File: src/rtl/core/mqufi_pkg.sv
package mqufi_pkg;

   localparam int NUM_QUEUES  = 20;
   localparam int QUEUE_DEPTH = 5;
   localparam int ID_BITS     = 16;

   // fixed port field widths
   localparam int PORT_ID_BITS  = 16;
   localparam int SEL_BITS      = 5;
   localparam int FILL_OUT_BITS = 3;
   localparam int SEL_WIDE_BITS = 7;

   localparam int QIDX_BITS  = (NUM_QUEUES > 1) ? $clog2(NUM_QUEUES) : 1;
   localparam int EIDX_BITS  = (QUEUE_DEPTH > 1) ? $clog2(QUEUE_DEPTH) : 1;
   localparam int COUNT_BITS = $clog2(QUEUE_DEPTH + 1);

   localparam logic [COUNT_BITS-1:0] COUNT_ONE   = COUNT_BITS'(1);
   localparam logic [COUNT_BITS-1:0] COUNT_DEPTH = COUNT_BITS'(QUEUE_DEPTH);

   localparam logic FUNC_ADD  = 1'b0;
   localparam logic FUNC_TAKE = 1'b1;

   typedef enum logic [1:0] {
      RC_ADDED = 2'd0,
      RC_FULL  = 2'd1,
      RC_BAD   = 2'd2,
      RC_TAKEN = 2'd3
   } rc_type;

   typedef enum logic [2:0] {
      ST_IDLE,
      ST_EVAL,
      ST_SHIFT,
      ST_COMMIT,
      ST_FINISH
   } state_type;

   typedef struct packed {
      logic [ID_BITS-1:0] id;
      logic               urgent;
   } entry_type;

   typedef entry_type [QUEUE_DEPTH-1:0] row_type;

   // one entry move: row[dst] <= use_new ? new_entry : row[src]
   typedef struct packed {
      logic [EIDX_BITS-1:0] dst;
      logic [EIDX_BITS-1:0] src;
      logic                 use_new;
      entry_type            new_entry;
   } step_ctrl_type;

   function automatic logic [ID_BITS-1:0] id_from_port(input logic [PORT_ID_BITS-1:0] p);
      logic [31:0] wide;
      wide = {16'd0, p};
      return wide[ID_BITS-1:0];
   endfunction

   function automatic logic [PORT_ID_BITS-1:0] id_to_port(input logic [ID_BITS-1:0] e);
      logic [31:0] wide;
      wide = '0;
      wide[ID_BITS-1:0] = e;
      return wide[PORT_ID_BITS-1:0];
   endfunction

   function automatic logic [FILL_OUT_BITS-1:0] fill_to_port(input logic [COUNT_BITS-1:0] c);
      logic [7:0] wide;
      wide = '0;
      wide[COUNT_BITS-1:0] = c;
      return wide[FILL_OUT_BITS-1:0];
   endfunction

endpackage

File: src/rtl/core/mqufi_if.sv
interface mqufi_req_if;
   logic                                  valid;
   logic                                  ready;
   logic                                  func;
   logic [mqufi_pkg::SEL_BITS-1:0]        queue_sel;
   logic [mqufi_pkg::PORT_ID_BITS-1:0]    item_id;
   logic                                  urgent;

   modport source (output valid, func, queue_sel, item_id, urgent, input ready);
   modport sink   (input valid, func, queue_sel, item_id, urgent, output ready);
endinterface

interface mqufi_rsp_if;
   logic                                  valid;
   logic                                  ready;
   logic [1:0]                            result_code;
   logic [mqufi_pkg::PORT_ID_BITS-1:0]    taken_id;
   logic                                  taken_urgent;
   logic [mqufi_pkg::FILL_OUT_BITS-1:0]   fill_after;

   modport source (output valid, result_code, taken_id, taken_urgent, fill_after,
                   input ready);
   modport sink   (input valid, result_code, taken_id, taken_urgent, fill_after,
                   output ready);
endinterface

File: src/rtl/core/mqufi_row_step.sv
// Shared entry mover: copies one entry of a row (or a fresh entry) to one slot.
module mqufi_row_step (
   input  mqufi_pkg::row_type       row_i,
   input  mqufi_pkg::step_ctrl_type ctrl,
   output mqufi_pkg::row_type       row_o
);

   mqufi_pkg::entry_type src_entry;

   always_comb begin
      src_entry = ctrl.use_new ? ctrl.new_entry : row_i[ctrl.src];
      row_o = row_i;
      row_o[ctrl.dst] = src_entry;
   end

endmodule

File: src/rtl/core/multi_queue_urgent_front_insert.sv
// Bounded multi-queue with urgent push-front.
// req_chan carries one command word: func (add / take), queue_sel (1..NUM_QUEUES),
// item_id and urgent. rsp_chan returns one word per command: result_code,
// taken_id, taken_urgent and fill_after. Both use valid/ready; a word moves on
// a clock edge where both are high.
// Each queue is one row of the row memory; a command on a valid queue reads the
// row into a working buffer. An add or take that goes ahead edits it one entry
// per cycle through a single shared entry mover, then writes it back. A bad
// queue number goes straight to the response; a full add or an empty take
// skips the edit. A regular add drops the new entry at the tail; an urgent add
// first pushes each entry back by one move, walking from the tail, then drops
// the new entry at the head; a take pulls every entry behind the head forward
// by one slot. req_chan.ready is high only while idle, so the next command can
// be accepted in the cycle after the previous response is loaded. If rsp_chan
// stalls, the next command still runs and waits only at its own response load.
// Reset (synchronous, active high) empties every queue by clearing the fill
// counts and drops any pending response; the row memory is not cleared, only
// entries below a fill count are ever read.
module multi_queue_urgent_front_insert (
   input  logic            clock,
   input  logic            reset,
   mqufi_req_if.sink       req_chan,
   mqufi_rsp_if.source     rsp_chan
);

   // ---------------------------------------------------------------- state
   mqufi_pkg::state_type state_ff, state_in;

   // command fields latched at accept
   logic                                func_ff;
   logic                                urg_ff;
   logic [mqufi_pkg::ID_BITS-1:0]       id_ff;
   logic [mqufi_pkg::QIDX_BITS-1:0]     q_ff;
   logic [mqufi_pkg::COUNT_BITS-1:0]    fill_ff;

   // work registers
   mqufi_pkg::rc_type                   code_ff;
   logic [mqufi_pkg::COUNT_BITS-1:0]    new_fill_ff;
   logic [mqufi_pkg::COUNT_BITS-1:0]    step_ff;
   logic [mqufi_pkg::ID_BITS-1:0]       tid_ff;
   logic                                turg_ff;
   mqufi_pkg::row_type                  row_ff;

   // storage
   mqufi_pkg::row_type                  row_mem [mqufi_pkg::NUM_QUEUES];
   logic [mqufi_pkg::COUNT_BITS-1:0]    fill_cnt_ff [mqufi_pkg::NUM_QUEUES];

   // response register
   logic                                rsp_valid_ff;
   mqufi_pkg::rc_type                   rsp_code_ff;
   logic [mqufi_pkg::PORT_ID_BITS-1:0]  rsp_id_ff;
   logic                                rsp_urg_ff;
   logic [mqufi_pkg::FILL_OUT_BITS-1:0] rsp_fill_ff;

   // ------------------------------------------------------------ decoding
   logic [mqufi_pkg::SEL_WIDE_BITS-1:0] sel_wide;
   logic [mqufi_pkg::SEL_WIDE_BITS-1:0] sel_m1;
   logic [mqufi_pkg::QIDX_BITS-1:0]     sel_idx;
   logic                                sel_ok;
   logic                                req_fire;

   assign sel_wide = mqufi_pkg::SEL_WIDE_BITS'(req_chan.queue_sel);
   assign sel_m1   = sel_wide - mqufi_pkg::SEL_WIDE_BITS'(1);
   assign sel_idx  = sel_m1[mqufi_pkg::QIDX_BITS-1:0];
   assign sel_ok   = (sel_wide != '0) &&
                     (sel_wide <= mqufi_pkg::SEL_WIDE_BITS'(mqufi_pkg::NUM_QUEUES));

   // control outputs
   logic                                req_ready;
   logic                                step_en;
   logic                                commit;
   logic                                rsp_load;
   logic                                shift_last;
   logic [mqufi_pkg::COUNT_BITS-1:0]    step_next;
   mqufi_pkg::step_ctrl_type            step_ctrl;
   mqufi_pkg::row_type                  step_row;

   assign req_fire = req_chan.valid && req_ready;

   // last cycle of the edit pass
   always_comb begin
      if (func_ff == mqufi_pkg::FUNC_TAKE) begin
         shift_last = ((step_ff + mqufi_pkg::COUNT_ONE) >= fill_ff);
      end else if (urg_ff) begin
         shift_last = (step_ff == '0);
      end else begin
         shift_last = 1'b1;
      end
   end

   // ---------------------------------------------------------- next state
   always_comb begin
      state_in = state_ff;
      unique case (state_ff)
         mqufi_pkg::ST_IDLE: begin
            if (req_chan.valid) begin
               state_in = sel_ok ? mqufi_pkg::ST_EVAL : mqufi_pkg::ST_FINISH;
            end
         end
         mqufi_pkg::ST_EVAL: begin
            if (func_ff == mqufi_pkg::FUNC_TAKE) begin
               state_in = (fill_ff == '0) ? mqufi_pkg::ST_FINISH : mqufi_pkg::ST_SHIFT;
            end else begin
               state_in = (fill_ff >= mqufi_pkg::COUNT_DEPTH) ? mqufi_pkg::ST_FINISH
                                                              : mqufi_pkg::ST_SHIFT;
            end
         end
         mqufi_pkg::ST_SHIFT: begin
            if (shift_last) begin
               state_in = mqufi_pkg::ST_COMMIT;
            end
         end
         mqufi_pkg::ST_COMMIT: begin
            state_in = mqufi_pkg::ST_FINISH;
         end
         mqufi_pkg::ST_FINISH: begin
            if (!rsp_valid_ff || rsp_chan.ready) begin
               state_in = mqufi_pkg::ST_IDLE;
            end
         end
         default: state_in = mqufi_pkg::ST_IDLE;
      endcase
   end

   // ------------------------------------------------------------- outputs
   always_comb begin
      req_ready           = 1'b0;
      step_en             = 1'b0;
      commit              = 1'b0;
      rsp_load            = 1'b0;
      step_next           = step_ff;
      step_ctrl.dst       = step_ff[mqufi_pkg::EIDX_BITS-1:0];
      step_ctrl.src       = step_ff[mqufi_pkg::EIDX_BITS-1:0];
      step_ctrl.use_new   = 1'b0;
      step_ctrl.new_entry = '{id: id_ff, urgent: urg_ff};
      unique case (state_ff)
         mqufi_pkg::ST_IDLE: begin
            req_ready = 1'b1;
         end
         mqufi_pkg::ST_SHIFT: begin
            if (func_ff == mqufi_pkg::FUNC_TAKE) begin
               // pull the next entry forward
               if (!shift_last) begin
                  step_en       = 1'b1;
                  step_next     = step_ff + mqufi_pkg::COUNT_ONE;
                  step_ctrl.src = step_next[mqufi_pkg::EIDX_BITS-1:0];
               end
            end else if (urg_ff && !shift_last) begin
               // push one entry back, walking from the tail
               step_en       = 1'b1;
               step_next     = step_ff - mqufi_pkg::COUNT_ONE;
               step_ctrl.src = step_next[mqufi_pkg::EIDX_BITS-1:0];
            end else begin
               // drop the new entry at head (urgent) or tail (regular)
               step_en           = 1'b1;
               step_ctrl.use_new = 1'b1;
            end
         end
         mqufi_pkg::ST_COMMIT: begin
            commit = 1'b1;
         end
         mqufi_pkg::ST_FINISH: begin
            rsp_load = !rsp_valid_ff || rsp_chan.ready;
         end
         mqufi_pkg::ST_EVAL: ;
         default: ;
      endcase
   end

   mqufi_row_step u_row_step (
      .row_i (row_ff),
      .ctrl  (step_ctrl),
      .row_o (step_row)
   );

   // ------------------------------------------------------------ registers
   always_ff @(posedge clock) begin
      if (reset) begin
         state_ff <= mqufi_pkg::ST_IDLE;
      end else begin
         state_ff <= state_in;
      end
   end

   // command latch and per-command bookkeeping
   always_ff @(posedge clock) begin
      if (req_fire) begin
         func_ff     <= req_chan.func;
         urg_ff      <= req_chan.urgent;
         id_ff       <= mqufi_pkg::id_from_port(req_chan.item_id);
         q_ff        <= sel_idx;
         fill_ff     <= sel_ok ? fill_cnt_ff[sel_idx] : '0;
         code_ff     <= mqufi_pkg::RC_BAD;
         new_fill_ff <= '0;
         tid_ff      <= '0;
         turg_ff     <= 1'b0;
      end else if (state_ff == mqufi_pkg::ST_EVAL) begin
         // take walks up from the head, add walks down from the fill
         step_ff <= (func_ff == mqufi_pkg::FUNC_TAKE) ? '0 : fill_ff;
         if (func_ff == mqufi_pkg::FUNC_TAKE) begin
            if (fill_ff != '0) begin
               code_ff     <= mqufi_pkg::RC_TAKEN;
               new_fill_ff <= fill_ff - mqufi_pkg::COUNT_ONE;
               tid_ff      <= row_ff[0].id;
               turg_ff     <= row_ff[0].urgent;
            end
         end else if (fill_ff >= mqufi_pkg::COUNT_DEPTH) begin
            code_ff     <= mqufi_pkg::RC_FULL;
            new_fill_ff <= fill_ff;
         end else begin
            code_ff     <= mqufi_pkg::RC_ADDED;
            new_fill_ff <= fill_ff + mqufi_pkg::COUNT_ONE;
         end
      end else if (step_en) begin
         step_ff <= step_next;
      end
   end

   // working row buffer: loaded from memory at accept, edited while shifting
   always_ff @(posedge clock) begin
      if (req_fire && sel_ok) begin
         row_ff <= row_mem[sel_idx];
      end else if (step_en) begin
         row_ff <= step_row;
      end
   end

   always_ff @(posedge clock) begin
      if (commit) begin
         row_mem[q_ff] <= row_ff;
      end
   end

   always_ff @(posedge clock) begin
      if (reset) begin
         for (int i = 0; i < mqufi_pkg::NUM_QUEUES; i++) begin
            fill_cnt_ff[i] <= '0;
         end
      end else if (commit) begin
         fill_cnt_ff[q_ff] <= new_fill_ff;
      end
   end

   // response register
   always_ff @(posedge clock) begin
      if (reset) begin
         rsp_valid_ff <= 1'b0;
      end else if (rsp_load) begin
         rsp_valid_ff <= 1'b1;
      end else if (rsp_chan.ready) begin
         rsp_valid_ff <= 1'b0;
      end
   end

   always_ff @(posedge clock) begin
      if (rsp_load) begin
         rsp_code_ff <= code_ff;
         rsp_id_ff   <= mqufi_pkg::id_to_port(tid_ff);
         rsp_urg_ff  <= turg_ff;
         rsp_fill_ff <= mqufi_pkg::fill_to_port(new_fill_ff);
      end
   end

   assign req_chan.ready        = req_ready;
   assign rsp_chan.valid        = rsp_valid_ff;
   assign rsp_chan.result_code  = rsp_code_ff;
   assign rsp_chan.taken_id     = rsp_id_ff;
   assign rsp_chan.taken_urgent = rsp_urg_ff;
   assign rsp_chan.fill_after   = rsp_fill_ff;

   // ----------------------------------------------------------- assertions
   // a latched fill count never exceeds the queue depth
   a_fill_bound: assert property (@(posedge clock) disable iff (reset)
      (state_ff == mqufi_pkg::ST_EVAL) |-> (fill_ff <= mqufi_pkg::COUNT_DEPTH))
      else $error("fill count above queue depth");

   // only a take reports an item
   a_taken_zero: assert property (@(posedge clock) disable iff (reset)
      (rsp_valid_ff && (rsp_code_ff != mqufi_pkg::RC_TAKEN))
         |-> ((rsp_id_ff == '0) && !rsp_urg_ff))
      else $error("item reported on a non-take response");

   // a successful add always leaves at least one entry
   a_added_fill: assert property (@(posedge clock) disable iff (reset)
      (rsp_valid_ff && (rsp_code_ff == mqufi_pkg::RC_ADDED)) |-> (rsp_fill_ff != '0))
      else $error("add reported with empty queue");

   // the row is written back only after the edit pass
   a_commit_order: assert property (@(posedge clock) disable iff (reset)
      commit |-> ($past(state_ff) == mqufi_pkg::ST_SHIFT))
      else $error("row written back without an edit pass");

endmodule
File: src/flat_wrapper.sv
// flat-port wrapper written by rule: the top's interface ports become plain ports
module multi_queue_urgent_front_insert_flat 
  (clock, reset, req_chan_valid, req_chan_func, req_chan_queue_sel, req_chan_item_id, req_chan_urgent, req_chan_ready, rsp_chan_valid, rsp_chan_result_code, rsp_chan_taken_id, rsp_chan_taken_urgent, rsp_chan_fill_after, rsp_chan_ready);
  mqufi_req_if req_chan_i ();
  mqufi_rsp_if rsp_chan_i ();
  input  logic clock;
  input  logic reset;
  input wire logic [$bits(req_chan_i.valid)-1:0] req_chan_valid;
  input wire logic [$bits(req_chan_i.func)-1:0] req_chan_func;
  input wire logic [$bits(req_chan_i.queue_sel)-1:0] req_chan_queue_sel;
  input wire logic [$bits(req_chan_i.item_id)-1:0] req_chan_item_id;
  input wire logic [$bits(req_chan_i.urgent)-1:0] req_chan_urgent;
  output wire logic [$bits(req_chan_i.ready)-1:0] req_chan_ready;
  output wire logic [$bits(rsp_chan_i.valid)-1:0] rsp_chan_valid;
  output wire logic [$bits(rsp_chan_i.result_code)-1:0] rsp_chan_result_code;
  output wire logic [$bits(rsp_chan_i.taken_id)-1:0] rsp_chan_taken_id;
  output wire logic [$bits(rsp_chan_i.taken_urgent)-1:0] rsp_chan_taken_urgent;
  output wire logic [$bits(rsp_chan_i.fill_after)-1:0] rsp_chan_fill_after;
  input wire logic [$bits(rsp_chan_i.ready)-1:0] rsp_chan_ready;
  assign req_chan_i.valid = req_chan_valid;
  assign req_chan_i.func = req_chan_func;
  assign req_chan_i.queue_sel = req_chan_queue_sel;
  assign req_chan_i.item_id = req_chan_item_id;
  assign req_chan_i.urgent = req_chan_urgent;
  assign req_chan_ready = req_chan_i.ready;
  assign rsp_chan_valid = rsp_chan_i.valid;
  assign rsp_chan_result_code = rsp_chan_i.result_code;
  assign rsp_chan_taken_id = rsp_chan_i.taken_id;
  assign rsp_chan_taken_urgent = rsp_chan_i.taken_urgent;
  assign rsp_chan_fill_after = rsp_chan_i.fill_after;
  assign rsp_chan_i.ready = rsp_chan_ready;
  multi_queue_urgent_front_insert u_core (.clock(clock), .reset(reset), .req_chan(req_chan_i), .rsp_chan(rsp_chan_i));
endmodule
File: config.mk
export PLATFORM = sky130hd
export DESIGN_NAME = multi_queue_urgent_front_insert_flat
export DESIGN_NICKNAME = d
export VERILOG_FILES = /design/src/rtl/core/mqufi_pkg.sv /design/src/rtl/core/mqufi_if.sv /design/src/rtl/core/mqufi_row_step.sv /design/src/rtl/core/multi_queue_urgent_front_insert.sv /design/src/flat_wrapper.sv
export SDC_FILE = /design/constraint.sdc
export NUM_CORES = 2
export LEC_CHECK = 0
export BUFFER_PORTS_ARGS = -buffer_cell sky130_fd_sc_hd__buf_2
export CORE_UTILIZATION = 45
export CTS_CLUSTER_DIAMETER = 50
export DETAILED_ROUTE_END_ITERATION = 10
export MAX_ROUTING_LAYER = met4
export PLACE_DENSITY_LB_ADDON = 0.25
export SETUP_SLACK_MARGIN = 0.3
export SKIP_LAST_GASP = 1
export SLEW_MARGIN = 20
export SYNTH_ARGS = -nofsm -noshare
export SYNTH_HDL_FRONTEND = slang
export SYNTH_SLANG_ARGS = --single-unit
File: constraint.sdc
create_clock -name clock -period 13.8 [get_ports clock]
set_clock_uncertainty 0.05 [all_clocks]
set_input_delay 2.76 -clock clock [delete_from_list [all_inputs] [get_ports clock]]
set_output_delay 2.76 -clock clock [all_outputs]
set_load 0.005 [all_outputs]
==> impl_metrics.yaml <==
outcome:
  status: "finished, final reports clean"
logic_synthesis:
  synth_mux_area_share_pct: 14.3
  synthTopCellsByCount: "edfxtp_1 (1,932), mux4_2 (449), nand2_1 (381), a21oi_1 (167), clkbuf_1 (112)"
  syn-num-nets: 3878
  ys_warn_count: 0
  synth_top_area_share_pct: 75.2
  synthArstFlopShare_pct: 0
  synth_most_common_cell: "edfxtp_1"
  avgSynthCellArea_sq_um: 20.1
  synth.distinct_cells: 73
  synth_cells: 3839
  ys.flop_type: "edfxtp_1"
  synth.area.top_cells: "edfxtp_1 (75%), mux4_2 (13%), nand2_1 (1.9%)"
  synth-seq-cells: 1958
  synth_top_family_by_area: "multiplexers"
  synth-compound-area-share_pct: 4.38
  synth_adder_area_share_pct: 0.195
  synth_top_area_cell: "edfxtp_1"
  yosysSeqAreaShare_pct: 75.9
  synthSimpleGateAreaFrac_pct: 3.73
  synth-xor-area-share_pct: 0.0909
  syn_area_sq_um: 77100
  synth_edf_count: 1932
sta:
  tightest_slew_ps: 1230
  layout_min_cycle_time_ps: 6650
  fmax_mhz: 150
  fin_setup_tns_ps: 0
  slew_viol_final: 0
  hold_viol_final: 0
  max-slew-margin-rel_pct: 18.2
  setup_violations: 0
  final.period_utilization_pct: 48.2
  rsz0062_at_grt: "no"
grt:
  grt_first_pass_wirelength_mm: 297
  gr-total-overflow: 0
  use_met2_pct: 40.2
  grt_pass1_vias: 39859
  met3_usage_pct: 4.03
  gr-usage-all-layers_pct: 25.0
  grt_max_degree: 96
  antenna_found_initial: 4
  busiest_layer: "met2"
  met1_usage_pct: 32.9
placement:
  dp.cells: 5985
  finalWeightedCongestion: 0.799
  place_hpwl_mm: 105
  portBuffers: 50
detailed_routing:
  via_count: 39734
  drc: 0
  dr.pass1.iters: 6
  detail_route.wl_per_cell_um: 33.1
  via_per_inst: 6.25
  drt_iter0_drc: 5044
  drt_wl_total_mm: 211
  ant_nets: 0
clocking:
  ctsHoldBuffers: 0
  clock_sinks: 1958
  cts.clk_slew.worst_paths_ps: 60
  cts_root_buf: "clkbuf_16"
  cts_tree: "yes"
  clockBufferDepth: 3
  cts_buffers: 202
  postCtsSetupBuffers: 0
  cts.htree.levels: 4
  clk_latency_ps: 840
  postCtsResizedCells: 0
finish:
  drive_gt1_share_pct: 25.0
  syn_to_final_growth_pct: 12.4
  instances_no_fill: 6359
  fillers: 13468
  finalNetCount: 4010
worst_setup_path:
  end_kind: "flip-flop"
  critPathRequiredTime_ps: 14330
  cp-start-kind: "input port"
  critPathArrivalTime_ps: 7180
  critPathMaxFanout: 53
  crit_type: "in -> reg"
die:
  dieArea_sq_um: 173000
  design.core.area_sq_um: 170000
  die_x_um: 416
  pin_count: 51
  start_util_pct: 45.4
  fp.dieH_um: 416
  rows: 151
hold_path:
  hp-class: "reg -> reg"
power_and_ir_drop:
  powerDensity_nw_per_um2: 151
  max-vdd-ir-drop_mv: 0.138
  pwr-share-comb_pct: 6.3
  netSwitchingPower_mw: 3.01
  p_leak_nw: 27.4
  p_int_mw: 10.0
  clkPwrFrac_pct: 40.9
  pwr-share-seq_pct: 52.8
  swShare_pct: 23.1
run:
  max_cap_viol_count: 0
==> worst paths after layout <==
check	startpoint	to	slack (ps)	cells after the start
min reg2reg	u_core.tid_ff[9]$_SDFFE_PP0P_	u_core.rsp_chan.taken_id[9]$_DFFE_PP_	380	0
max reg2reg	u_core.step_ff[1]$_DFFE_PP_	u_core.row_ff[39]$_DFFE_PP_	8830	11
max	req_chan_queue_sel[0]	u_core.row_ff[74]$_DFFE_PP_	7150	11
min	u_core.tid_ff[9]$_SDFFE_PP0P_	u_core.rsp_chan.taken_id[9]$_DFFE_PP_	380	0
==> per-layer routing <==
| metal | vias up | share of wire (%) |
|---|---|---|
| met5 | - | 0 |
| met4 | 0 | 2.9 |
| met3 | 366 | 8.0 |
| met2 | 1866 | 49 |
| met1 | 21359 | 40 |
| li1 | 16143 | - |
==> worst max-delay path, stage by stage <==
cell	delay (ps)
buf_8	350
inv_1	210
ha_4	760
buf_4	790
buf_4	790
mux4_2	400
nand2_1	80
a21oi_1	80
a221oi_1	250
o21ai_0	130
a311o_1	350
==> cells in the final DEF, fill, tap and decap left out, types with 7 or more instances in the layout <==
master and n:
ha_1 11, inv_1 14, clkbuf_16 203, and2_1 67
mux4_2 449, clkinv_2 42, nand2_1 381, bufinv_16 16
o21ai_0 32, buf_4 95, clkinvlp_4 8, dfxtp_1 26
a211oi_1 17, nor3_1 19, clkbuf_1 43, a2111oi_0 25
a221oi_1 34, a2111oi_2 18, a221o_1 24, or2_2 21
buf_2 49, a21oi_1 167, edfxtp_1 1932, inv_6 11
mux2_2 26, nand3_1 7, mux2_4 8, a22oi_1 35
mux2i_1 51, a311o_1 17, clkinv_1 34, a22o_1 45
o21ai_1 23, nor2_1 53, nor2_4 25
==> power by group through the flow <==
stage | combinational, mW | clock, mW | sequential, mW
final | 0.820 | 5.34 | 6.89
after global routing | 0.867 | 5.62 | 6.90
after CTS | 0.820 | 5.40 | 6.89
after detailed placement | 0.817 | 0 | 7.01
after global placement | 0.813 | 0 | 7.00
after floorplan | 0.551 | 0 | 6.92
==> through the flow <==
step	utilization, %	instance area, sq um	worst slack [ps]	total power [mW]	hold WS [ps]
after floorplan	-	77100	7490	7.47	352
after global placement	47.2	80200	6360	7.82	372
after detailed placement	47.2	80200	6330	7.83	367
after CTS	51.0	86700	7220	13.1	382
after global routing	51.0	86700	6940	13.4	398
final	51.0	86700	7150	13.0	380
==> sequential cells by signal, indices dropped and copies added (netlist names), 2 cells and up <==
| signal | count |
|---|---|
| u_core.code_ff | 2 |
| u_core.fill_cnt_ff | 96 |
| u_core.fill_ff | 3 |
| u_core.id_ff | 16 |
| u_core.new_fill_ff | 3 |
| u_core.q_ff | 5 |
| u_core.row_ff | 85 |
| u_core.row_mem | 1700 |
| u_core.rsp_chan.fill_after | 3 |
| u_core.rsp_chan.result_code | 2 |
| u_core.rsp_chan.taken_id | 16 |
| u_core.state_ff | 3 |
| u_core.step_ff | 3 |
| u_core.tid_ff | 16 |
==> cells by family (layout without fill, tap and decap cells) <==
kind of cell | after synthesis | in the layout
compound gates | 469 | 469
buf+inv | 236 | 537
xor+xnor | 8 | 8
flops | 1958 | 1958
other cells | 0 | 1
fa+ha+maj | 12 | 12
mux | 534 | 534
simple gates | 622 | 622
==> final cells by class <==
type / count / area, sq um / area share (%)
timing repair buffer: 149 / 1050 / 1.22
multi-input combinational: 1645 / 17800 / 20.5
antenna: 1 / 2.50 / 0.00289
inverter: 15 / 63.8 / 0.0736
clock inverter: 124 / 1190 / 1.37
sequential: 1958 / 58500 / 67.5
tap: 2218 / 2780 / 3.20
clock buffer: 249 / 5280 / 6.09
No activity file was read; power rests on OpenSTA's default activity.
